$ cat config.mk
export PLATFORM = sky130hd
export DESIGN_NAME = dollar_markup_to_ansi_translator
export DESIGN_NICKNAME = d
export VERILOG_FILES = /design/src/dmat_pkg.sv /design/src/dollar_markup_to_ansi_translator.sv
export SDC_FILE = /design/constraint.sdc
export NUM_CORES = 1
export LEC_CHECK = 0
export ABC_CLOCK_PERIOD_IN_PS = 4900
export BUFFER_PORTS_ARGS = -buffer_cell sky130_fd_sc_hd__buf_2
export CORE_MARGIN = 2
export CORE_UTILIZATION = 30
export CTS_CLUSTER_SIZE = 16
export DETAILED_ROUTE_END_ITERATION = 10
export GPL_TIMING_DRIVEN = 0
export PLACE_DENSITY = 0.44
export SLEW_MARGIN = 20
export SYNTH_ARGS = -nofsm -noshare
export SYNTH_HDL_FRONTEND = slang
export SYNTH_SLANG_ARGS = --single-unit
export TNS_END_PERCENT = 1
$ cat constraint.sdc
create_clock -name clk -period 4.9 [get_ports clk]
set_input_delay 0.245 -clock clk [delete_from_list [all_inputs] [get_ports clk]]
set_output_delay 0.245 -clock clk [all_outputs]
set_load 0.005 [all_outputs]
$ cat src/dmat_pkg.sv
// ----------------------------------------------------------------------------
// dmat_pkg: shared types, character codes and helpers
// Parser state encoding, byte constants and the lookup functions used by the
// dollar markup translator.
// ----------------------------------------------------------------------------
`default_nettype none

package dmat_pkg;

  // number of byte slots in one expansion job (longest is the colour code)
  localparam int unsigned JOB_SLOTS = 19;

  // character codes
  localparam logic [7:0] CH_ESC    = 8'h1b;
  localparam logic [7:0] CH_LF     = 8'h0a;
  localparam logic [7:0] CH_DOLLAR = 8'h24;
  localparam logic [7:0] CH_LBRK   = 8'h5b;
  localparam logic [7:0] CH_SEMI   = 8'h3b;
  localparam logic [7:0] CH_M      = 8'h6d;
  localparam logic [7:0] CH_0      = 8'h30;
  localparam logic [7:0] CH_1      = 8'h31;
  localparam logic [7:0] CH_2      = 8'h32;
  localparam logic [7:0] CH_3      = 8'h33;
  localparam logic [7:0] CH_4      = 8'h34;
  localparam logic [7:0] CH_8      = 8'h38;
  localparam logic [7:0] CH_9      = 8'h39;
  localparam logic [7:0] CH_UA     = 8'h41;
  localparam logic [7:0] CH_UF     = 8'h46;
  localparam logic [7:0] CH_LA     = 8'h61;
  localparam logic [7:0] CH_LF_HEX = 8'h66;
  localparam logic [7:0] CH_G      = 8'h67;
  localparam logic [7:0] CH_I      = 8'h69;
  localparam logic [7:0] CH_O      = 8'h6f;
  localparam logic [7:0] CH_S      = 8'h73;
  localparam logic [7:0] CH_Z      = 8'h7a;

  // hex letter offset
  localparam logic [3:0] HEX_TEN = 4'ha;

  // parser state, one-hot
  typedef enum logic [3:0] {
    P_TEXT  = 4'b0001,
    P_CODE  = 4'b0010,
    P_GREEN = 4'b0100,
    P_BLUE  = 4'b1000
  } parse_mode_t;

  typedef logic [7:0] byte_t;

  // hex digit decode: {valid, value}
  function automatic logic [4:0] hex_val(input logic [7:0] c);
    logic [4:0] r;
    r = 5'd0;
    if (c >= CH_0 && c <= CH_9) begin
      r = {1'b1, 4'(c - CH_0)};
    end else if (c >= CH_UA && c <= CH_UF) begin
      r = {1'b1, 4'(c - CH_UA) + HEX_TEN};
    end else if (c >= CH_LA && c <= CH_LF_HEX) begin
      r = {1'b1, 4'(c - CH_LA) + HEX_TEN};
    end
    return r;
  endfunction

  // digit times 15 as three ascii characters {hundreds, tens, ones}
  function automatic logic [23:0] dec15(input logic [3:0] d);
    logic [23:0] r;
    case (d)
      4'd0:    r = "000";
      4'd1:    r = "015";
      4'd2:    r = "030";
      4'd3:    r = "045";
      4'd4:    r = "060";
      4'd5:    r = "075";
      4'd6:    r = "090";
      4'd7:    r = "105";
      4'd8:    r = "120";
      4'd9:    r = "135";
      4'd10:   r = "150";
      4'd11:   r = "165";
      4'd12:   r = "180";
      4'd13:   r = "195";
      4'd14:   r = "210";
      4'd15:   r = "225";
      default: r = "000";
    endcase
    return r;
  endfunction

endpackage

`default_nettype wire

$ cat src/dollar_markup_to_ansi_translator.sv
// ----------------------------------------------------------------------------
// dollar_markup_to_ansi_translator: dollar markup to terminal escape bytes
// Parses dollar style codes in a text byte stream and expands them into
// terminal escape sequences, at most one output byte per cycle.
// ----------------------------------------------------------------------------
// in_*  : one text byte per item in in_tdata
// out_* : one translated byte per item; out_tlast marks the final byte caused
//         by one input byte; silent input bytes (dollar, colour digits,
//         dropped codes) cause no output item
// cfg_* : writes the reset_on_newline bit; always ready
// Throughput: an accepted item fills the job buffer; its bytes then pass one
//   by one through the output register. Plain text runs at one byte per cycle
//   while out_tready is high; a colour code (up to 19 bytes) holds off the
//   input until its last byte moves to the output register
// Reset (rst_n low, synchronous): parser back to plain text, colour digits and
//   the config bit clear, pending bytes discarded
// Stall: while out_tready is low the output register holds its byte and the
//   job stops advancing; in_tready is high only when the job is empty or its
//   last byte moves to the output in this cycle
// ----------------------------------------------------------------------------
`default_nettype none

module dollar_markup_to_ansi_translator
  import dmat_pkg::*;
(
  input  wire logic       clk,
  input  wire logic       rst_n,
  // input stream
  input  wire logic       in_tvalid,
  output logic            in_tready,
  input  wire logic [7:0] in_tdata,   // [7:0] text_byte
  // output stream
  output logic            out_tvalid,
  input  wire logic       out_tready,
  output logic [7:0]      out_tdata,  // [7:0] out_byte
  output logic            out_tlast,  // last_of_run
  // config write
  input  wire logic       cfg_valid,
  output logic            cfg_ready,
  input  wire logic       cfg_data    // reset_on_newline
);

  // registers
  parse_mode_t           mode_r, mode_nxt;
  logic [3:0]            red_r, red_nxt;
  logic [3:0]            green_r, green_nxt;
  logic                  rst_nl_r;
  byte_t                 job_buf_r [JOB_SLOTS];
  byte_t                 new_buf   [JOB_SLOTS];
  logic [JOB_SLOTS-1:0]  job_mask_r, job_mask_nxt, new_mask;
  logic                  out_valid_r;
  logic [7:0]            out_data_r;
  logic                  out_last_r;

  // handshake terms
  logic                  in_fire;
  logic                  out_load;
  logic                  emit;
  logic                  job_last;
  logic [JOB_SLOTS-1:0]  low_bit;
  byte_t                 emit_byte;

  logic [4:0]            hv;
  logic [3:0]            dz;
  logic [23:0]           dr, dg, db;

  assign cfg_ready = 1'b1;

  // slot selection: lowest pending slot goes out next
  assign low_bit  = job_mask_r & (~job_mask_r + {{(JOB_SLOTS-1){1'b0}}, 1'b1});
  assign job_last = (job_mask_r != '0) && ((job_mask_r & ~low_bit) == '0);
  assign out_load = !out_valid_r || out_tready;
  assign emit     = (job_mask_r != '0) && out_load;
  assign in_tready = (job_mask_r == '0) || (job_last && out_load);
  assign in_fire   = in_tvalid && in_tready;

  always_comb begin
    emit_byte = '0;
    for (int k = 0; k < JOB_SLOTS; k++) begin
      if (low_bit[k]) begin
        emit_byte = emit_byte | job_buf_r[k];
      end
    end
  end

  // decode of the incoming byte into a job
  assign hv = hex_val(in_tdata);
  assign dz = hv[4] ? hv[3:0] : 4'd0;
  assign dr = dec15(red_r);
  assign dg = dec15(green_r);
  assign db = dec15(dz);

  always_comb begin
    mode_nxt  = mode_r;
    red_nxt   = red_r;
    green_nxt = green_r;
    new_mask  = '0;
    for (int k = 0; k < JOB_SLOTS; k++) begin
      new_buf[k] = '0;
    end
    case (mode_r)
      P_TEXT: begin
        if (in_tdata == CH_DOLLAR) begin
          mode_nxt = P_CODE;
        end else if (in_tdata == CH_LF && rst_nl_r) begin
          new_buf[0] = CH_ESC;
          new_buf[1] = CH_LBRK;
          new_buf[2] = CH_M;
          new_buf[3] = CH_LF;
          new_mask[3:0] = 4'hf;
        end else begin
          new_buf[0]  = in_tdata;
          new_mask[0] = 1'b1;
        end
      end
      P_CODE: begin
        mode_nxt = P_TEXT;
        if (hv[4]) begin
          red_nxt  = hv[3:0];
          mode_nxt = P_GREEN;
        end else if (in_tdata == CH_G) begin
          new_buf[0] = CH_ESC;
          new_buf[1] = CH_LBRK;
          new_buf[2] = CH_3;
          new_buf[3] = CH_9;
          new_buf[4] = CH_SEMI;
          new_buf[5] = CH_4;
          new_buf[6] = CH_9;
          new_buf[7] = CH_M;
          new_mask[7:0] = 8'hff;
        end else if (in_tdata == CH_I) begin
          new_buf[0] = CH_ESC;
          new_buf[1] = CH_LBRK;
          new_buf[2] = CH_3;
          new_buf[3] = CH_M;
          new_mask[3:0] = 4'hf;
        end else if (in_tdata == CH_O || in_tdata == CH_S) begin
          new_buf[0] = CH_ESC;
          new_buf[1] = CH_LBRK;
          new_buf[2] = CH_1;
          new_buf[3] = CH_M;
          new_mask[3:0] = 4'hf;
        end else if (in_tdata == CH_Z) begin
          new_buf[0] = CH_ESC;
          new_buf[1] = CH_LBRK;
          new_buf[2] = CH_M;
          new_mask[2:0] = 3'h7;
        end else if (in_tdata == CH_DOLLAR) begin
          new_buf[0]  = CH_DOLLAR;
          new_mask[0] = 1'b1;
        end
      end
      P_GREEN: begin
        green_nxt = dz;
        mode_nxt  = P_BLUE;
      end
      P_BLUE: begin
        mode_nxt    = P_TEXT;
        new_buf[0]  = CH_ESC;
        new_buf[1]  = CH_LBRK;
        new_buf[2]  = CH_3;
        new_buf[3]  = CH_8;
        new_buf[4]  = CH_SEMI;
        new_buf[5]  = CH_2;
        new_buf[6]  = CH_SEMI;
        new_buf[7]  = dr[23:16];
        new_buf[8]  = dr[15:8];
        new_buf[9]  = dr[7:0];
        new_buf[10] = CH_SEMI;
        new_buf[11] = dg[23:16];
        new_buf[12] = dg[15:8];
        new_buf[13] = dg[7:0];
        new_buf[14] = CH_SEMI;
        new_buf[15] = db[23:16];
        new_buf[16] = db[15:8];
        new_buf[17] = db[7:0];
        new_buf[18] = CH_M;
        new_mask    = '1;
        // hundreds only from 7 up (105), tens from 1 up (15)
        new_mask[7]  = (red_r >= 4'd7);
        new_mask[8]  = (red_r != 4'd0);
        new_mask[11] = (green_r >= 4'd7);
        new_mask[12] = (green_r != 4'd0);
        new_mask[15] = (dz >= 4'd7);
        new_mask[16] = (dz != 4'd0);
      end
      default: begin
        mode_nxt = P_TEXT;
      end
    endcase
  end

  // job mask: load on accept, else retire the slot sent out
  always_comb begin
    job_mask_nxt = job_mask_r;
    if (in_fire) begin
      job_mask_nxt = new_mask;
    end else if (emit) begin
      job_mask_nxt = job_mask_r & ~low_bit;
    end
  end

  // control state
  always_ff @(posedge clk) begin
    if (!rst_n) begin
      mode_r      <= P_TEXT;
      red_r       <= '0;
      green_r     <= '0;
      rst_nl_r    <= 1'b0;
      job_mask_r  <= '0;
      out_valid_r <= 1'b0;
    end else begin
      if (cfg_valid && cfg_ready) begin
        rst_nl_r <= cfg_data;
      end
      if (in_fire) begin
        mode_r  <= mode_nxt;
        red_r   <= red_nxt;
        green_r <= green_nxt;
      end
      job_mask_r <= job_mask_nxt;
      if (out_load) begin
        out_valid_r <= emit;
      end
    end
  end

  // job bytes and output payload
  always_ff @(posedge clk) begin
    if (in_fire) begin
      for (int k = 0; k < JOB_SLOTS; k++) begin
        job_buf_r[k] <= new_buf[k];
      end
    end
    if (emit) begin
      out_data_r <= emit_byte;
      out_last_r <= job_last;
    end
  end

  assign out_tvalid = out_valid_r;
  assign out_tdata  = out_data_r;
  assign out_tlast  = out_last_r;

`ifndef SYNTHESIS
  // a new item only enters when the current job is done or finishing
  assert property (@(posedge clk) disable iff (!rst_n)
    in_fire |-> (job_mask_r == '0) || (job_last && out_load))
    else $error("item accepted over a pending job");

  // the last slot of a job is flagged on the output
  assert property (@(posedge clk) disable iff (!rst_n)
    (emit && job_last) |=> (out_tvalid && out_tlast))
    else $error("final byte of a job not marked last");

  // a non-final slot is never flagged
  assert property (@(posedge clk) disable iff (!rst_n)
    (emit && !job_last) |=> (out_tvalid && !out_tlast))
    else $error("inner byte of a job marked last");

  // reset empties the output side
  assert property (@(posedge clk)
    !rst_n |=> (!out_tvalid && job_mask_r == '0))
    else $error("output not empty after reset");
`endif

endmodule

`default_nettype wire

* Yosys cells after proc, flatten, opt, wreduce, memory -nomap -nowiden
Memory sizes are Yosys's and may differ from the RTL's. A register that Yosys moved wholly into a read port is not among the register bits. Index checks and enable logic that the tools add are counted.
Storage, ports and cells: flip-flop bits (word level) 42, bits in writable memories 152, memory bits (read-only) 384, output and inout port bits 12, logic and storage cells 146, memories kept 4
Cells by class: add/sub/neg operators 6, magnitude comparators 9, eq/ne operators 12, multiplexer cells 63, bitwise gates (word level) 22, reductions and logical operators 22
Memory list:
- job_buf_r | words 19, width 8, rd ports 19, clocked after Yosys merged registers in 0, write ports 19, line dollar_markup_to_ansi_translator.sv:48 | byte_t job_buf_r [JOB_SLOTS];
- (name not given) | words 16, width 8, rd ports 1, clocked after Yosys merged registers in 0, write ports 0, line dmat_pkg.sv:67 | case (d)
- (name not given) | words 16, width 8, rd ports 1, clocked after Yosys merged registers in 1, write ports 0, line dmat_pkg.sv:67
- (name not given) | words 16, width 8, rd ports 1, clocked after Yosys merged registers in 1, write ports 0, line dmat_pkg.sv:67
Operator list (number):
- two-way mux 8 bit | 21
- bitwise OR 8 bit | 18
- case mux 32 bit (3 select lines) | 1
- two-way mux 30 bit | 3
- two-way mux 88 bit | 1
- case mux 32 bit (2 select lines) | 1
- two-way mux 62 bit | 1
- equality test 8 x 7 -> 1 bit (second input constant) | 5
- two-way mux 4 bit | 10
- bitwise AND 19 bit | 2
- zero test 19 bit | 2
- two-way mux 19 bit | 2
- NOT 19 bit | 2
- two-way mux 32 bit | 1
- case mux 4 bit (3 select lines) | 2
- two-way mux 23 bit | 1
- two-way mux 22 bit | 1
- adder 19 x 1 -> 19 bit (second input constant) | 1
- nonzero test 19 bit | 1
- >= comparator 8 x 7 -> 1 bit (second input constant) | 2
- <= comparator 8 x 7 -> 1 bit (second input constant) | 2
- two-way mux 15 bit | 1
- two-way mux 5 bit | 3
- >= comparator 4 x 3 -> 1 bit (second input constant) | 3
- 25 further kinds | 47

* Logic depth before layout (Yosys ltp)
depth in word-level cells 40, gate-level depth with buffers 17, depth with buffers taken out 14

* Worst setup path after synthesis
No wires, ideal clock.
kind flip-flop to flip-flop, from register job_mask_r[2], to register dg[10] (netlist name), library setup time 0.087 ns, arrival time 3.167 ns, setup slack 1.646 ns, stages on the path, launching flop included 12, path buffers 2, path through dfxtp_1 > buf_2 > maj3_2 > o31a_1 > a2111o_1 > nor3b_2 > a41o_1 > buf_6 > nand2_1 > inv_2 > a311oi_2 > a221oi_2
On the way: word-level cells in the longest chain between the ends 13
Ends and longest elaborated chain:
- start, declared | line dollar_markup_to_ansi_translator.sv:50 | logic [JOB_SLOTS-1:0] job_mask_r, job_mask_nxt, new_mask;
- start signal, assigned | line dollar_markup_to_ansi_translator.sv:221 | job_mask_r <= job_mask_nxt;
- NOT 19 bit | line dollar_markup_to_ansi_translator.sv:70 | assign low_bit = job_mask_r & (~job_mask_r + {{(JOB_SLOTS-1){1'b0}}, 1'b1});
- adder 19 x 1 -> 19 bit | line dollar_markup_to_ansi_translator.sv:70
- bitwise AND 19 bit | line dollar_markup_to_ansi_translator.sv:70
- NOT 19 bit | line dollar_markup_to_ansi_translator.sv:71 | assign job_last = (job_mask_r != '0) && ((job_mask_r & ~low_bit) == '0);
- bitwise AND 19 bit | line dollar_markup_to_ansi_translator.sv:71
- zero test 19 bit | line dollar_markup_to_ansi_translator.sv:71
- logical AND 1 bit | line dollar_markup_to_ansi_translator.sv:71
- logical AND 1 bit | line dollar_markup_to_ansi_translator.sv:74 | assign in_tready = (job_mask_r == '0) || (job_last && out_load);
- logical OR 1 bit (*) | line dollar_markup_to_ansi_translator.sv:74
- net in_tready | line dollar_markup_to_ansi_translator.sv:30 | output logic in_tready,
- logical AND 1 bit (*) | line dollar_markup_to_ansi_translator.sv:75 | assign in_fire = in_tvalid && in_tready;
- net in_fire | line dollar_markup_to_ansi_translator.sv:56 | logic in_fire;
- AND reduction 2 bit (no line) (*)
- two-way mux 4 bit (no line) (*) (2 in series)
Mark *: on every way through the listed nets, which the timed path passes. The rest lies on a longest branch. A chain may end at the register's enable or synchronous reset.

* Final worst setup path
from register job_mask_r[9], to register dg[10] (netlist name)
On the way: word-level cells in the longest chain between the ends 13
Ends and longest elaborated chain (line):
- NOT 19 bit | dollar_markup_to_ansi_translator.sv:70
- adder 19 x 1 -> 19 bit | dollar_markup_to_ansi_translator.sv:70
- bitwise AND 19 bit | dollar_markup_to_ansi_translator.sv:70
- NOT 19 bit | dollar_markup_to_ansi_translator.sv:71
- bitwise AND 19 bit | dollar_markup_to_ansi_translator.sv:71
- zero test 19 bit | dollar_markup_to_ansi_translator.sv:71
- logical AND 1 bit | dollar_markup_to_ansi_translator.sv:71
- logical AND 1 bit | dollar_markup_to_ansi_translator.sv:74
- logical OR 1 bit (*) | dollar_markup_to_ansi_translator.sv:74
- logical AND 1 bit (*) | dollar_markup_to_ansi_translator.sv:75
- net in_fire | dollar_markup_to_ansi_translator.sv:56
- AND reduction 2 bit (no line) (*)
- two-way mux 4 bit (no line) (*) (2 in series)
Marks and branches as above.

==> flow_metrics.tcl <==
set metrics [dict create \
    fin_crit_sh_pct 84.6 \
    dp_cells 764 \
    synth_top_cell_by_area "edfxtp_1" \
    drt-total-wl_um 14000 \
    grt_max_degree 49 \
    syn2layout_area_growth_pct 14.3 \
    power.leakage_nw 2.27 \
    r2r_slack_ns 0.75 \
    whs_ns 0.132 \
    firstDrtPassIters 5 \
    clock_latency_ns 0.36 \
    fin_tns_setup_ns 0 \
    synth.area.top_cells "edfxtp_1 30%, dfxtp_1 19%, a21oi_1 4.0%" \
    synthArstFlopShare_pct 0 \
    grt_pass1_wl_um 22400 \
    crit_type "register to register" \
    die_w_um 134 \
    mostFrequentLayoutCells "51 x nand2_1, 51 x edfxtp_1, 47 x dfxtp_1, 41 x a21oi_1, 29 x nor2_1" \
    crit_chain "buf_2 -> nor4_2 -> nand4_1 -> or2_1 -> clkbuf_1 -> nor3_2 -> a41o_1 -> buf_6 -> nand2_1 -> inv_2 -> a311oi_2 -> a221oi_2" \
    seq_area_frac_synth_pct 48.7 \
    grt_usage_pct 16.3 \
    worst_pin_slew_ns 1.06 \
    io_buffer_count 22 \
    required_ns 5.16 \
    cp.arrival_ns 4.41 \
    peakVddDrop_uv 170 \
    syn_nets 548 \
    cts_buffers 9 \
    rows 47 \
    layout.nets 581 \
    num_vias 4057 \
    cts.sinks 98 \
    ctsResizeCount 0 \
    ant_nets 0 \
    relSlewSlack_pct 29.1 \
    worst-path-max-fanout 48 \
    drc_errors 0 \
    timing.fmax_mhz 241 \
    grt_pass1_vias 3976 \
    hold_viol_final 0 \
    cap_violations 0 \
    clock_skew_ns 0.00649 \
    syn_area_per_cell_um2 9.72 \
    dpl_worst_slack_ns 0.733 \
    setup_viol 0 \
    layout-drive-gt1-share_pct 12.0 \
    slowest_delay_ns 0.79 \
    dp_hpwl_um 10400 \
    worst_slack_ns 0.755 \
    postCtsSetupBuffers 0 \
    total_power_mw 1.85 \
    gp_congestion 0.857 \
    slowest_stage "inv_2" \
    clock-root-buffer "clkbuf_16" \
    grt_setup_unrepaired "false" \
    synth_seq_cells 98 \
    clk_path_buf_depth 2 \
    synth_cells 522 \
    post-route-min-period_ns 4.15 \
    synth_edf_count 51 \
    num_io_pins 26 \
    cts_tree "built" \
    synth_cell_types 80 \
    crit_path_end_kind "register" \
    path_clk_slew_ns 0.07 \
    antenna_found_initial 0 \
    yosysTopAreaCellShare_pct 30.2 \
    yosys_most_used_dff "edfxtp_1" \
    routed_via_density 5.20 \
    ys_warn_count 0 \
    pwr_density_cell_nw_per_um2 320 \
    n_antenna_cell 0 \
    wl_per_cell_um 17.9 \
    die_y_um 134 \
    die-area_um2 18000 \
    hold_path_class "input port to register" \
    cts_hold_repair.buffers 0 \
    first_iter_violations 329 \
    cts.htree.levels 3 \
    layoutNonFillerInstCount 780 \
    start_kind "register" \
    grt_overflow 0 \
    synth_area_um2 5070 \
    start_util_pct 30.6 \
    outcome "complete, no violations" \
    core_area_um2 16600 \
    drv_slew 0 \
]
## worst max-delay path, delay by kind of cell (launching register included)
family	cells	cell delay, ns
AND/OR/NAND/NOR	5	1.40
AO/OA/AOI/OAI	3	1.03
flip-flops	1	0.30
buffers and inverters	4	1.32
## per-layer routing
metal  vias to the layer above  track usage (%)  wire length [um]
met5                         -                0                 0
met4                         0             5.85               329
met3                        20             3.70               649
met2                       103             25.4              6330
met1                      1932             22.3              6660
li1                       2002                -                 -
## synth_stat cells (all sizes together) (3+ instances only)
cell,instances
edfxtp,51
nand2,51
dfxtp,47
a21oi,42
nor2,30
o21ai,29
and2,25
inv,23
clkbuf,20
nand3,18
ha,12
a31oi,11
nor3,10
buf,9
nand2b,9
mux2i,8
nor2b,8
nor3b,8
nor4,8
nand4,7
o31ai,7
a21o,6
a32oi,5
and3,5
or3,5
a22oi,4
or4,4
a211oi,3
a21boi,3
a221oi,3
a311oi,3
and4,3
nor4b,3
o31a,3
or2,3
xnor2,3
## cell families (layout without fill, tap and decap cells)
family / count (synthesis) / count (layout) / synth area share (%)
other: 1 / 1 / 0.0739
adders and majority gates: 14 / 14 / 3.38
AOI/OAI and AO/OA: 142 / 142 / 19.0
buffers and inverters: 52 / 90 / 4.42
and+or+nand+nor: 202 / 202 / 21.8
muxes: 9 / 9 / 1.87
DFF: 98 / 98 / 48.7
xor gates and xnor gates: 4 / 4 / 0.691
## power by group
part / internal, mW / total (mW) / switching (mW)
sequential: 0.887 / 0.897 / 0.00990
clock: 0.502 / 0.826 / 0.324
combinational: 0.0397 / 0.131 / 0.0914
## through the flow
stage / utilization [%] / area, um2
2_1_floorplan: - / 5070
3_3_place_gp: 32.9 / 5460
3_5_place_dp: 32.9 / 5460
4_1_cts: 35.0 / 5800
5_1_grt: 35.0 / 5800
6_report: 35.0 / 5800
## worst paths after layout
kind	start	end	cells past startpoint
worst max register to register	job_mask_r[9]	dg[10]	12
worst min-delay path	cfg_data	rst_nl_r	3
worst min register to register	rst_nl_r	rst_nl_r	2
worst max-delay path	job_mask_r[9]	dg[10]	12
## final cells by class
class / instances / area [um2]
plain buffers: 29 / 138
clock inverters: 6 / 113
multi-input cells: 372 / 2380
fillers: 1745 / 10800
clock buffers: 10 / 229
well taps: 220 / 275
repair buffers: 22 / 110
flip-flops and latches: 98 / 2470
inverters: 23 / 86.3
## state kept, by name, summed over array words and instances (netlist names)
name	count
job_buf_r	42
job_mask_r	19
out_tdata	8
dg	7
dr	7
green_r	4
mode_r	4
red_r	4
out_tlast	1
out_tvalid	1
rst_nl_r	1
(Power assumes the default switching activity.)
